<file path="src/hw/rtl/awo_pkg.sv">
// Shared types and constants for the audio waveform overview block.
// No dependencies; imported by every module of the block.
package awo_pkg;

    localparam int SAMPLE_BITS   = 16;
    localparam int FRAME_BITS    = 32;
    localparam int BSQ_BITS      = 48;
    localparam int TSQ_BITS      = 64;
    localparam int TCNT_BITS     = 33;
    localparam int BFILL_BITS    = 16;
    localparam int BSAMP_BITS    = 17;
    localparam int QUEUE_DEPTH   = 4;
    localparam int JOBS_PER_ITEM = 3;

    localparam logic [SAMPLE_BITS-1:0] TRANSIENT_THRESHOLD = 16'd8192;
    localparam logic signed [SAMPLE_BITS-1:0] SAMPLE_MAXV = 16'sh7FFF;
    localparam logic signed [SAMPLE_BITS-1:0] SAMPLE_MINV = 16'sh8000;

    localparam logic CFG_CHANNEL_COUNT = 1'b0;
    localparam logic CFG_BUCKET_FRAMES = 1'b1;

    localparam logic [1:0] KIND_TRANSIENT = 2'd0;
    localparam logic [1:0] KIND_BUCKET    = 2'd1;
    localparam logic [1:0] KIND_OVERALL   = 2'd2;

    typedef struct packed {
        logic [1:0]                    kind;
        logic [FRAME_BITS-1:0]         frame;
        logic signed [SAMPLE_BITS-1:0] min_s;
        logic signed [SAMPLE_BITS-1:0] max_s;
        logic [SAMPLE_BITS-1:0]        peak;
        logic [TSQ_BITS-1:0]           sum;
        logic [TCNT_BITS-1:0]          cnt;
        logic                          last;
    } t_job;

    typedef struct packed {
        logic [1:0]                    kind;
        logic [FRAME_BITS-1:0]         frame;
        logic signed [SAMPLE_BITS-1:0] min_s;
        logic signed [SAMPLE_BITS-1:0] max_s;
        logic [SAMPLE_BITS-1:0]        rms;
        logic [SAMPLE_BITS-1:0]        peak;
        logic                          last;
    } t_result;

    typedef enum logic [1:0] {
        BK_IDLE,
        BK_DIV,
        BK_SQRT,
        BK_HOLD
    } t_back_state;

endpackage

</file>
<file path="src/hw/rtl/awo_front.sv">
// Front end: accepts frames, updates all accumulators and emits up to three jobs.
// Depends on awo_pkg.
module awo_front (
    input  logic                          i_clk,
    input  logic                          i_rst_n,
    input  logic                          i_cfg_we,
    input  logic                          i_cfg_index,
    input  logic [15:0]                   i_cfg_data,
    input  logic                          i_accept,
    input  logic signed [awo_pkg::SAMPLE_BITS-1:0] i_left,
    input  logic signed [awo_pkg::SAMPLE_BITS-1:0] i_right,
    input  logic                          i_final,
    output logic [1:0]                    o_push_n,
    output awo_pkg::t_job                 o_jobs [awo_pkg::JOBS_PER_ITEM]
);
    import awo_pkg::*;

    logic [1:0]              r_chan_cfg;
    logic [15:0]             r_bucket_cfg;
    logic [FRAME_BITS-1:0]   r_frame;
    logic [BFILL_BITS-1:0]   r_fill;
    logic [BSAMP_BITS-1:0]   r_bsamp;
    logic signed [SAMPLE_BITS-1:0] r_bmin, r_bmax;
    logic [BSQ_BITS-1:0]     r_bsq;
    logic [TSQ_BITS-1:0]     r_tsq;
    logic [TCNT_BITS-1:0]    r_tcnt;
    logic [SAMPLE_BITS-1:0]  r_opeak, r_ppeak;
    logic                    r_ptrans;

    logic                    use_r;
    logic [15:0]             limit;
    logic [SAMPLE_BITS-1:0]  mag_l, mag_r, mag_r_used, fpeak, n_opeak;
    logic [2*SAMPLE_BITS-1:0] sq_l, sq_r;
    logic [2*SAMPLE_BITS:0]  sq_f;
    logic signed [SAMPLE_BITS-1:0] n_bmin, n_bmax;
    logic [BSQ_BITS:0]       bsq_sum;
    logic [TSQ_BITS:0]       tsq_sum;
    logic [TCNT_BITS:0]      tcnt_sum;
    logic [BSQ_BITS-1:0]     n_bsq;
    logic [TSQ_BITS-1:0]     n_tsq;
    logic [TCNT_BITS-1:0]    n_tcnt;
    logic [BSAMP_BITS-1:0]   n_bsamp;
    logic [BFILL_BITS:0]     n_fill;
    logic                    trans, emit_t, emit_b, emit_f;
    logic [1:0]              idx;

    always_comb begin
        use_r = (r_chan_cfg == 2'd2) || (r_chan_cfg == 2'd3);
        limit = (r_bucket_cfg == 16'd0) ? 16'd1 : r_bucket_cfg;
        mag_l = i_left[SAMPLE_BITS-1] ? SAMPLE_BITS'(-i_left) : SAMPLE_BITS'(i_left);
        mag_r = i_right[SAMPLE_BITS-1] ? SAMPLE_BITS'(-i_right) : SAMPLE_BITS'(i_right);
        mag_r_used = use_r ? mag_r : '0;
        sq_l = mag_l * mag_l;
        sq_r = mag_r_used * mag_r_used;
        sq_f = {1'b0, sq_l} + {1'b0, sq_r};
        fpeak = (mag_r_used > mag_l) ? mag_r_used : mag_l;
        n_opeak = (fpeak > r_opeak) ? fpeak : r_opeak;
        n_bmin = (i_left < r_bmin) ? i_left : r_bmin;
        n_bmax = (i_left > r_bmax) ? i_left : r_bmax;
        if (use_r && (i_right < n_bmin)) n_bmin = i_right;
        if (use_r && (i_right > n_bmax)) n_bmax = i_right;
        bsq_sum = {1'b0, r_bsq} + (BSQ_BITS+1)'(sq_f);
        n_bsq = bsq_sum[BSQ_BITS] ? '1 : bsq_sum[BSQ_BITS-1:0];
        tsq_sum = {1'b0, r_tsq} + (TSQ_BITS+1)'(sq_f);
        n_tsq = tsq_sum[TSQ_BITS] ? '1 : tsq_sum[TSQ_BITS-1:0];
        tcnt_sum = {1'b0, r_tcnt} + (use_r ? (TCNT_BITS+1)'(2) : (TCNT_BITS+1)'(1));
        n_tcnt = tcnt_sum[TCNT_BITS] ? '1 : tcnt_sum[TCNT_BITS-1:0];
        n_bsamp = r_bsamp + (use_r ? BSAMP_BITS'(2) : BSAMP_BITS'(1));
        n_fill = {1'b0, r_fill} + 17'd1;
        trans = (fpeak > TRANSIENT_THRESHOLD) &&
                ({3'b0, fpeak} > ({3'b0, r_ppeak} + {2'b0, r_ppeak, 1'b0}));
        emit_t = trans && !r_ptrans;
        emit_b = (n_fill >= {1'b0, limit}) || i_final;
        emit_f = i_final;

        for (int k = 0; k < JOBS_PER_ITEM; k++) begin
            o_jobs[k] = '0;
            o_jobs[k].frame = r_frame;
        end
        idx = 2'd0;
        if (emit_t) begin
            o_jobs[idx].kind = KIND_TRANSIENT;
            idx = idx + 2'd1;
        end
        if (emit_b) begin
            o_jobs[idx].kind  = KIND_BUCKET;
            o_jobs[idx].min_s = n_bmin;
            o_jobs[idx].max_s = n_bmax;
            o_jobs[idx].sum   = TSQ_BITS'(n_bsq);
            o_jobs[idx].cnt   = TCNT_BITS'(n_bsamp);
            idx = idx + 2'd1;
        end
        if (emit_f) begin
            o_jobs[idx].kind = KIND_OVERALL;
            o_jobs[idx].peak = n_opeak;
            o_jobs[idx].sum  = n_tsq;
            o_jobs[idx].cnt  = n_tcnt;
            idx = idx + 2'd1;
        end
        for (int k = 0; k < JOBS_PER_ITEM; k++) begin
            o_jobs[k].last = (2'(k + 1) == idx);
        end
        o_push_n = i_accept ? idx : 2'd0;
    end

    always_ff @(posedge i_clk) begin
        if (!i_rst_n) begin
            r_chan_cfg   <= 2'd1;
            r_bucket_cfg <= 16'd256;
        end else if (i_cfg_we) begin
            unique case (i_cfg_index)
                CFG_CHANNEL_COUNT: r_chan_cfg   <= i_cfg_data[1:0];
                CFG_BUCKET_FRAMES: r_bucket_cfg <= i_cfg_data;
                default: ;
            endcase
        end
    end

    always_ff @(posedge i_clk) begin
        if (!i_rst_n || (i_accept && i_final)) begin
            r_frame  <= '0;
            r_fill   <= '0;
            r_bsamp  <= '0;
            r_bmin   <= SAMPLE_MAXV;
            r_bmax   <= SAMPLE_MINV;
            r_bsq    <= '0;
            r_tsq    <= '0;
            r_tcnt   <= '0;
            r_opeak  <= '0;
            r_ppeak  <= '0;
            r_ptrans <= 1'b0;
        end else if (i_accept) begin
            r_tsq    <= n_tsq;
            r_tcnt   <= n_tcnt;
            r_opeak  <= n_opeak;
            r_ppeak  <= fpeak;
            r_ptrans <= trans;
            if (r_frame != '1) r_frame <= r_frame + FRAME_BITS'(1);
            if (emit_b) begin
                r_fill  <= '0;
                r_bsamp <= '0;
                r_bmin  <= SAMPLE_MAXV;
                r_bmax  <= SAMPLE_MINV;
                r_bsq   <= '0;
            end else begin
                r_fill  <= n_fill[BFILL_BITS-1:0];
                r_bsamp <= n_bsamp;
                r_bmin  <= n_bmin;
                r_bmax  <= n_bmax;
                r_bsq   <= n_bsq;
            end
        end
    end

endmodule

</file>
<file path="src/hw/rtl/awo_queue.sv">
// Job queue between front and back end; takes up to three jobs per cycle.
// Depends on awo_pkg.
module awo_queue (
    input  logic          i_clk,
    input  logic          i_rst_n,
    input  logic [1:0]    i_push_n,
    input  awo_pkg::t_job i_jobs [awo_pkg::JOBS_PER_ITEM],
    input  logic          i_pop,
    output logic          o_valid,
    output logic          o_room,
    output awo_pkg::t_job o_head
);
    import awo_pkg::*;

    localparam int PW = $clog2(QUEUE_DEPTH);

    t_job          r_mem [QUEUE_DEPTH];
    logic [PW-1:0] r_wr, r_rd;
    logic [PW:0]   r_count;
    logic          pop_ok;

    assign o_valid = (r_count != '0);
    // Room for a whole frame's worth of jobs.
    assign o_room  = (r_count <= (PW+1)'(QUEUE_DEPTH - JOBS_PER_ITEM));
    assign o_head  = r_mem[r_rd];
    assign pop_ok  = i_pop && o_valid;

    always_ff @(posedge i_clk) begin
        for (int k = 0; k < JOBS_PER_ITEM; k++) begin
            if (2'(k) < i_push_n) r_mem[r_wr + PW'(k)] <= i_jobs[k];
        end
    end

    always_ff @(posedge i_clk) begin
        if (!i_rst_n) begin
            r_wr    <= '0;
            r_rd    <= '0;
            r_count <= '0;
        end else begin
            r_wr    <= r_wr + PW'(i_push_n);
            r_rd    <= r_rd + PW'(pop_ok);
            r_count <= r_count + (PW+1)'(i_push_n) - (PW+1)'(pop_ok);
        end
    end

endmodule

</file>
<file path="src/hw/rtl/awo_back.sv">
// Back end: for bucket and overall jobs, bit-serial divide for the mean square, then digit-serial square root.
// Depends on awo_pkg.
module awo_back (
    input  logic             i_clk,
    input  logic             i_rst_n,
    input  logic             i_q_valid,
    input  awo_pkg::t_job    i_job,
    output logic             o_q_pop,
    output logic             o_valid,
    input  logic             i_ready,
    output awo_pkg::t_result o_result
);
    import awo_pkg::*;

    t_back_state r_state, n_state;
    t_job                r_job;
    logic [5:0]          r_step;
    logic [TCNT_BITS:0]  r_rem;
    logic [TSQ_BITS-1:0] r_quo;
    logic [34:0]         r_srem;
    logic [31:0]         r_root;

    logic [TCNT_BITS:0]  div_sh;
    logic [34:0]         sq_sh;
    logic [34:0]         sq_trial;

    always_comb begin
        div_sh   = {r_rem[TCNT_BITS-1:0], r_quo[TSQ_BITS-1]};
        sq_sh    = {r_srem[32:0], r_quo[TSQ_BITS-1 -: 2]};
        sq_trial = {1'b0, r_root, 2'b01};
    end

    always_comb begin
        n_state = r_state;
        unique case (r_state)
            BK_IDLE: if (i_q_valid) n_state = (i_job.kind == KIND_TRANSIENT) ? BK_HOLD : BK_DIV;
            BK_DIV:  if (r_step == 6'd63) n_state = BK_SQRT;
            BK_SQRT: if (r_step == 6'd31) n_state = BK_HOLD;
            BK_HOLD: if (i_ready) n_state = BK_IDLE;
            default: n_state = BK_IDLE;
        endcase
    end

    always_comb begin
        o_q_pop = (r_state == BK_IDLE) && i_q_valid;
        o_valid = (r_state == BK_HOLD);
        o_result.kind  = r_job.kind;
        o_result.frame = r_job.frame;
        o_result.min_s = r_job.min_s;
        o_result.max_s = r_job.max_s;
        o_result.rms   = r_root[SAMPLE_BITS-1:0];
        o_result.peak  = r_job.peak;
        o_result.last  = r_job.last;
    end

    always_ff @(posedge i_clk) begin
        if (!i_rst_n) r_state <= BK_IDLE;
        else          r_state <= n_state;
    end

    always_ff @(posedge i_clk) begin
        case (r_state)
            BK_IDLE: begin
                r_job  <= i_job;
                r_quo  <= i_job.sum;
                r_rem  <= '0;
                r_srem <= '0;
                r_root <= '0;
                r_step <= '0;
            end
            BK_DIV: begin
                r_step <= r_step + 6'd1;
                if (div_sh >= {1'b0, r_job.cnt}) begin
                    r_rem <= div_sh - {1'b0, r_job.cnt};
                    r_quo <= {r_quo[TSQ_BITS-2:0], 1'b1};
                end else begin
                    r_rem <= div_sh;
                    r_quo <= {r_quo[TSQ_BITS-2:0], 1'b0};
                end
            end
            BK_SQRT: begin
                r_step <= (r_step == 6'd31) ? 6'd0 : r_step + 6'd1;
                r_quo  <= {r_quo[TSQ_BITS-3:0], 2'b00};
                if (sq_sh >= sq_trial) begin
                    r_srem <= sq_sh - sq_trial;
                    r_root <= {r_root[30:0], 1'b1};
                end else begin
                    r_srem <= sq_sh;
                    r_root <= {r_root[30:0], 1'b0};
                end
            end
            default: ;
        endcase
    end

endmodule

</file>
<file path="src/hw/rtl/audio_waveform_overview.sv">
// Top level of the audio waveform overview with transient detection.
// Depends on awo_pkg, awo_front, awo_queue and awo_back.
//
//  channel   dir  tdata                                          tuser        tlast
//  s_axis    in   [15:0] sample_left, [31:16] sample_right       -            final_frame
//  m_axis    out  [31:0] frame_number, [47:32] min_sample,       result_kind  last_of_run
//                 [63:48] max_sample, [79:64] rms_level,
//                 [95:80] peak_level
//  cfg       in   i_cfg_we / i_cfg_index / i_cfg_data            -            -
//
// A frame is taken whenever the job queue has room for three jobs.
// A transient result skips the divider and the square root in the back end; a bucket
// or overall summary passes through the one-bit-per-cycle divider (64 steps) and the
// two-bits-per-cycle square root (32 steps) that the back end shares.
// Reset is synchronous and active low; it restores the register defaults.
// A stalled output holds its beat while the front keeps filling the queue.
module audio_waveform_overview (
    input  logic        i_clk,
    input  logic        i_rst_n,
    input  logic        i_cfg_we,
    input  logic        i_cfg_index,
    input  logic [15:0] i_cfg_data,
    input  logic        s_axis_tvalid,
    output logic        s_axis_tready,
    input  logic [31:0] s_axis_tdata,   // sample_left, sample_right
    input  logic        s_axis_tlast,
    output logic        m_axis_tvalid,
    input  logic        m_axis_tready,
    output logic [95:0] m_axis_tdata,   // frame_number, min, max, rms, peak
    output logic [1:0]  m_axis_tuser,   // result_kind
    output logic        m_axis_tlast
);
    import awo_pkg::*;

    logic          accept, q_room, q_valid, q_pop;
    logic [1:0]    push_n;
    t_job          jobs [JOBS_PER_ITEM];
    t_job          head;
    t_result       res;

    assign s_axis_tready = q_room;
    assign accept = s_axis_tvalid && q_room;

    awo_front u_front (
        .i_clk       (i_clk),
        .i_rst_n     (i_rst_n),
        .i_cfg_we    (i_cfg_we),
        .i_cfg_index (i_cfg_index),
        .i_cfg_data  (i_cfg_data),
        .i_accept    (accept),
        .i_left      (s_axis_tdata[15:0]),
        .i_right     (s_axis_tdata[31:16]),
        .i_final     (s_axis_tlast),
        .o_push_n    (push_n),
        .o_jobs      (jobs)
    );

    awo_queue u_queue (
        .i_clk    (i_clk),
        .i_rst_n  (i_rst_n),
        .i_push_n (push_n),
        .i_jobs   (jobs),
        .i_pop    (q_pop),
        .o_valid  (q_valid),
        .o_room   (q_room),
        .o_head   (head)
    );

    awo_back u_back (
        .i_clk     (i_clk),
        .i_rst_n   (i_rst_n),
        .i_q_valid (q_valid),
        .i_job     (head),
        .o_q_pop   (q_pop),
        .o_valid   (m_axis_tvalid),
        .i_ready   (m_axis_tready),
        .o_result  (res)
    );

    // Output beat packing, frame number in the lowest field.
    assign m_axis_tdata = {res.peak, res.rms, res.max_s, res.min_s, res.frame};
    assign m_axis_tuser = res.kind;
    assign m_axis_tlast = res.last;

endmodule
</file>
<file path="config.mk">
export PLATFORM = sky130hd
export DESIGN_NAME = audio_waveform_overview
export DESIGN_NICKNAME = d
export VERILOG_FILES = /design/src/hw/rtl/awo_pkg.sv /design/src/hw/rtl/awo_front.sv /design/src/hw/rtl/awo_queue.sv /design/src/hw/rtl/awo_back.sv /design/src/hw/rtl/audio_waveform_overview.sv
export SDC_FILE = /design/constraint.sdc
export NUM_CORES = 2
export LEC_CHECK = 0
export BUFFER_PORTS_ARGS = -buffer_cell sky130_fd_sc_hd__buf_4
export CAP_MARGIN = 20
export CORE_ASPECT_RATIO = 0.5
export CORE_UTILIZATION = 30
export CTS_CLUSTER_DIAMETER = 30
export CTS_CLUSTER_SIZE = 14
export DETAILED_ROUTE_END_ITERATION = 7
export MAX_ROUTING_LAYER = met4
export SYNTH_ARGS = -nofsm -noshare
export SYNTH_HDL_FRONTEND = slang
export SYNTH_HIERARCHICAL = 1
export SYNTH_SLANG_ARGS = --single-unit
</file>
<file path="constraint.sdc">
create_clock -name i_clk -period 38.7 [get_ports i_clk]
set_input_delay 0 -clock i_clk [delete_from_list [all_inputs] [get_ports i_clk]]
set_output_delay 0 -clock i_clk [all_outputs]
set_load 0.01 [all_outputs]
</file>
* After elaboration in Yosys (flattened, before gate mapping) *
Memory sizes are Yosys's and may differ from the RTL's. A register that Yosys moved wholly into a read port is not among the register bits.
Index checks and enable logic that the tools add are counted.

word-level totals
  memories = 1
  flip-flop bits (word level) = 586
  logic and storage cells = 192
  memory bits (writable) = 720
  output and inout port bits = 101
  bits of input ports = 55

memories
  name           depth  bits a word  rd ports  clocked after Yosys merged registers in  wr ports  line             text
  u_queue.r_mem  4      180          1         1                                        3         awo_queue.sv:17  t_job r_mem [QUEUE_DEPTH];

operators by class
  muxes and demuxes = 76
  order comparisons = 19
  bitwise gates (word level) = 3
  equality and inequality tests = 15
  reduce and logical (&&, ||, !) cells = 26
  add/subtract/negate cells = 21
  $mul = 2

operator list
  operator                                          count
  540-bit bitwise mux                               9
  180-bit demux with 2-bit select                   9
  540-bit 2-to-1 mux                                2
  180-bit 2-to-1 mux                                2
  16-bit 2-to-1 mux                                 13
  98-bit 2-to-1 mux                                 2
  64-bit one-hot mux with 3 select lines            1
  146-bit 2-to-1 mux                                1
  33-bit one-hot mux with 2 select lines            2
  130-bit 2-to-1 mux                                1
  114-bit 2-to-1 mux                                1
  33-bit 2-to-1 mux                                 3
  48-bit 2-to-1 mux                                 2
  34-bit 2-to-1 mux                                 2
  33-bit subtractor                                 2
  64-bit by 33-bit adder with 65-bit output         1
  16-bit > comparator                               4
  16-bit by 16-bit multiplier with 32-bit output    2
  64-bit 2-to-1 mux                                 1
  32-bit one-hot mux with 2 select lines            1
  48-bit by 33-bit adder with 49-bit output         1
  35-bit by 34-bit >= comparator with 1-bit output  1
  33-bit by 34-bit adder with 34-bit output         1
  34-bit by 33-bit >= comparator with 1-bit output  1
  49 further kinds                                  97

* Longest topological paths before layout *
  depth after elaboration = 25
  gate-level depth with buffers = 51
  depth with buffers taken out = 47

* Hierarchy *
Netlist, hierarchy kept.

modules (own cells, without submodules)
  module                   area each (µm²)  instances  cells each  seq. area each (µm²)
  awo_front                40,943.0         1          5,268       5,845.6
  awo_queue                40,616.5         1          4,199       21,760.9
  awo_back                 15,855.2         1          1,450       8,568.2
  audio_waveform_overview  6.3              1          1           0.0

* Worst setup path after synthesis *
Ideal clock, no wire load.

  kind = input to register
  start = in s_axis_tdata[16]
  end = mem u_queue/r_mem[0][0] in the netlist's numbering, enable pin
  setup slack = 17,734 ps
  data arrival time = 19,980 ps
  stages = 34
  cell sequence = clkbuf_1 -> clkinv_1 -> clkbuf_1 -> ha_1 -> or4b_1 -> clkbuf_1 -> o31ai_1 -> xnor2_1 -> nand2_1 -> clkbuf_1 -> inv_1 -> ha_1 -> and3_1 -> a221o_1 -> a221oi_1 -> a21o_1 -> clkbuf_1 -> nor2_1 -> a21oi_1 -> ha_1 -> and4_1 -> a221oi_1 -> o21ai_0 -> o21ai_0 -> a21oi_1 -> o41a_1 -> o211ai_4 -> inv_1 -> ha_1 -> nand2b_1 -> a21oi_1 -> buf_2 -> o21ai_0 -> a211oi_1

RTL lines
  item             line                           text
  start, declared  audio_waveform_overview.sv:25  input logic [31:0] s_axis_tdata,
  end, declared    awo_queue.sv:17

==> reports/results.ini <==
[logic_synthesis]
async_reset_ff_share_pct = 0
synth_edf_count = 1004
ys_ff_latch = 1305
synth_top_area_share_pct = 30.9
synth.cell_area_sq_mm = 0.0974
synthDistinctLibCells = 99
ys.flop_type = edfxtp_1
ys_seq_area_share_pct = 37.1
syn_inst = 10900
yosysMostFrequentCell = nand2_1
yosys-top-cells-area = edfxtp_1, fa_1, nand2_1, nor2_1, ha_1
yosys.area.top_type = edfxtp_1
ys_warn_count = 6
netlist_top_cells_count = nand2_1, nor2_1, edfxtp_1
synth.avg_cell_area_sq_um = 8.92

[sta]
finalHoldViolCount = 0
post-route-min-period_ns = 14.39
worstMarginPinSlew_ns = 1.20
drv_slew = 0
min_period_over_period_pct = 37.2
hold-worst-slack_ns = 0.0679
clock_skew_ns = 0.101
setup_viol_count_final = 0
fmax_ghz = 0.0695
fin_setup_tns_ns = 0
rsz0062_at_grt = false
slew_headroom_pct = 19.1

[setup_path]
cp-start-kind = input port
required_ns = 39.35
critPathMaxStageDelay_ns = 0.62
endpoint_kind = register
crit_fanout = 40
cp_slowest_cell = xor2_1
path_common_cell = fa_1
crit_type = input port to register
cp.arrival_ns = 15.04

[clock_tree]
htree_levels = 5
cts_tree = done
root_buffer = clkbuf_16
numCtsBuffers = 311
cts_setup_buffers = 0
cts_sinks = 1305
insertion_delay_ns = 0.87
clockBufferDepth = 4
cts.clk_slew.worst_paths_ns = 0.05

[floorplanning]
dieHeight_microns = 405
dieArea_sq_mm = 0.327
die_w_microns = 808
core-area_sq_mm = 0.322
initial_core_util_pct = 30.2
boundaryPins = 156
num_rows = 147

[global_route]
grt_antenna_before_repair = 18
grt_pass1_wl_microns = 484000
grt_max_degree = 168
gr-total-overflow = 0
grtUsageTotal_pct = 19.5
grt_pass1_vias = 81000

[placement]
dp_hpwl_microns = 202000
gp_congestion = 0.930
portBuffers = 155

[cells_and_area]
drive_above_1_share_pct = 10.0
utilization_pct = 35.0
synthToLayoutAreaGrowth_pct = 15.8
fill_cells = 32100
layout.nets = 11800

[drt]
vias = 82600
finalWirelength_microns = 323000
drt-pass1-iter-count = 7
routed_via_density = 5.36
drc = 0
wl_per_cell_microns = 20.9
dr.first_iter.drc_count = 8374
ant_nets = 0

[min_path]
min_path_type = input port to register

[run_status]
status = finished, final reports clean

[job]
cap_violations = 0

[critical path: cells and delay by family]
family	cells	cell delay (ns)
adders and majority gates	11	5.11
AOI/OAI and AO/OA	13	4.06
and+or+nand+nor	10	2.73
buffers and inverters	8	2.43
xor gates and xnor gates	1	0.62
[state kept, by name (all words and copies together) (netlist names), 3 cells and up]
register and count:
u_front/r_tsq 64, u_queue/r_mem 720, u_back/r_job 33, u_front/r_bmax 16
u_front/r_bsamp 17, u_back/o_result 83, u_front/r_ppeak 16, u_front/r_bmin 16
u_queue/r_count 3, u_back/r_srem 33, u_front/r_bucket_cfg 16, u_back/r_rem 33
u_back/r_step 6, u_front/r_frame 32, u_front/r_opeak 16, u_front/r_bsq 48
u_back/r_quo 64, u_front/r_tcnt 33, u_front/r_fill 16, u_back/r_root 32
[layout make-up]
type | count | area (sq um) | area share (%)
clock buffers | 363 | 8170 | 7.24
repair buffers | 418 | 3580 | 3.17
multi-input cells | 7956 | 54000 | 47.9
well taps | 4321 | 5410 | 4.79
inverters | 831 | 3120 | 2.77
clock inverters | 202 | 2350 | 2.08
diodes | 8 | 20.0 | 0.0177
flip-flops and latches | 1305 | 36200 | 32.1
[placed cells by master (no fill, tap or decap), types with 56 or more instances in the layout]
| cell type | instances |
|---|---|
| nand2_1 | 1971 |
| nor2_1 | 1681 |
| edfxtp_1 | 1004 |
| inv_1 | 810 |
| a31oi_1 | 757 |
| ha_1 | 486 |
| fa_1 | 395 |
| a21oi_1 | 382 |
| clkbuf_16 | 316 |
| dfxtp_1 | 299 |
| buf_4 | 291 |
| o21ai_0 | 192 |
| mux4_2 | 180 |
| xnor2_1 | 165 |
| mux2i_1 | 155 |
| a21o_1 | 121 |
| nand3_1 | 115 |
| dlygate4sd3_1 | 114 |
| xor2_1 | 113 |
| a22oi_1 | 108 |
| a211oi_1 | 102 |
| o22ai_1 | 91 |
| nand4_1 | 85 |
| nor3_1 | 75 |
| conb_1 | 58 |
| and3_1 | 56 |
[metrics by stage]
| step | std cells | setup WS [ns] | cell area (sq um) |
|---|---|---|---|
| global route | 15400 | 23.60 | 113000 |
| global placement | 14700 | 24.73 | 101000 |
| floorplan | 11000 | 17.73 | 97600 |
| detailed placement | 14700 | 24.43 | 101000 |
| finish | 15400 | 24.31 | 113000 |
| CTS | 15400 | 24.58 | 113000 |
[timing repair]
item                                   4_1_cts  5_1_grt
endpoints found under the hold margin       79        0
hold buffers                               114        0
resized for setup                            0        0
[metal layers]
metal	vias up	global-route usage, %	wire (microns)
li1	37700	-	-
met1	39800	23.5	127000
met2	4054	32.3	152000
met3	963	3.38	29300
met4	0	8.60	14800
met5	-	-	0
[final timing paths]
| path | start | endpoint | slack [ns] | cells after the start |
|---|---|---|---|---|
| max | s_axis_tdata[16] | u_queue/r_mem[2][54] | 24.31 | 43 |
| min | s_axis_tdata[9] | u_front/r_bmin[9] | 0.07 | 4 |
| max reg2reg | u_front/r_chan_cfg[1] | u_queue/r_mem[2][54] | 24.81 | 45 |
| min reg2reg | u_front/r_ptrans | u_front/r_ptrans | 0.47 | 2 |
[logic make-up after synthesis]
family / synth area share [%]
simple gates: 17.9
compound gates: 13.9
buf+inv: 7.93
flops: 37.1
fa+ha+maj: 14.4
mux: 6.15
xor+xnor: 2.55
other cells: 0.00771
Power is not shown: default switching activity piles up to over one toggle a cycle in this logic, so the estimate is an artifact.
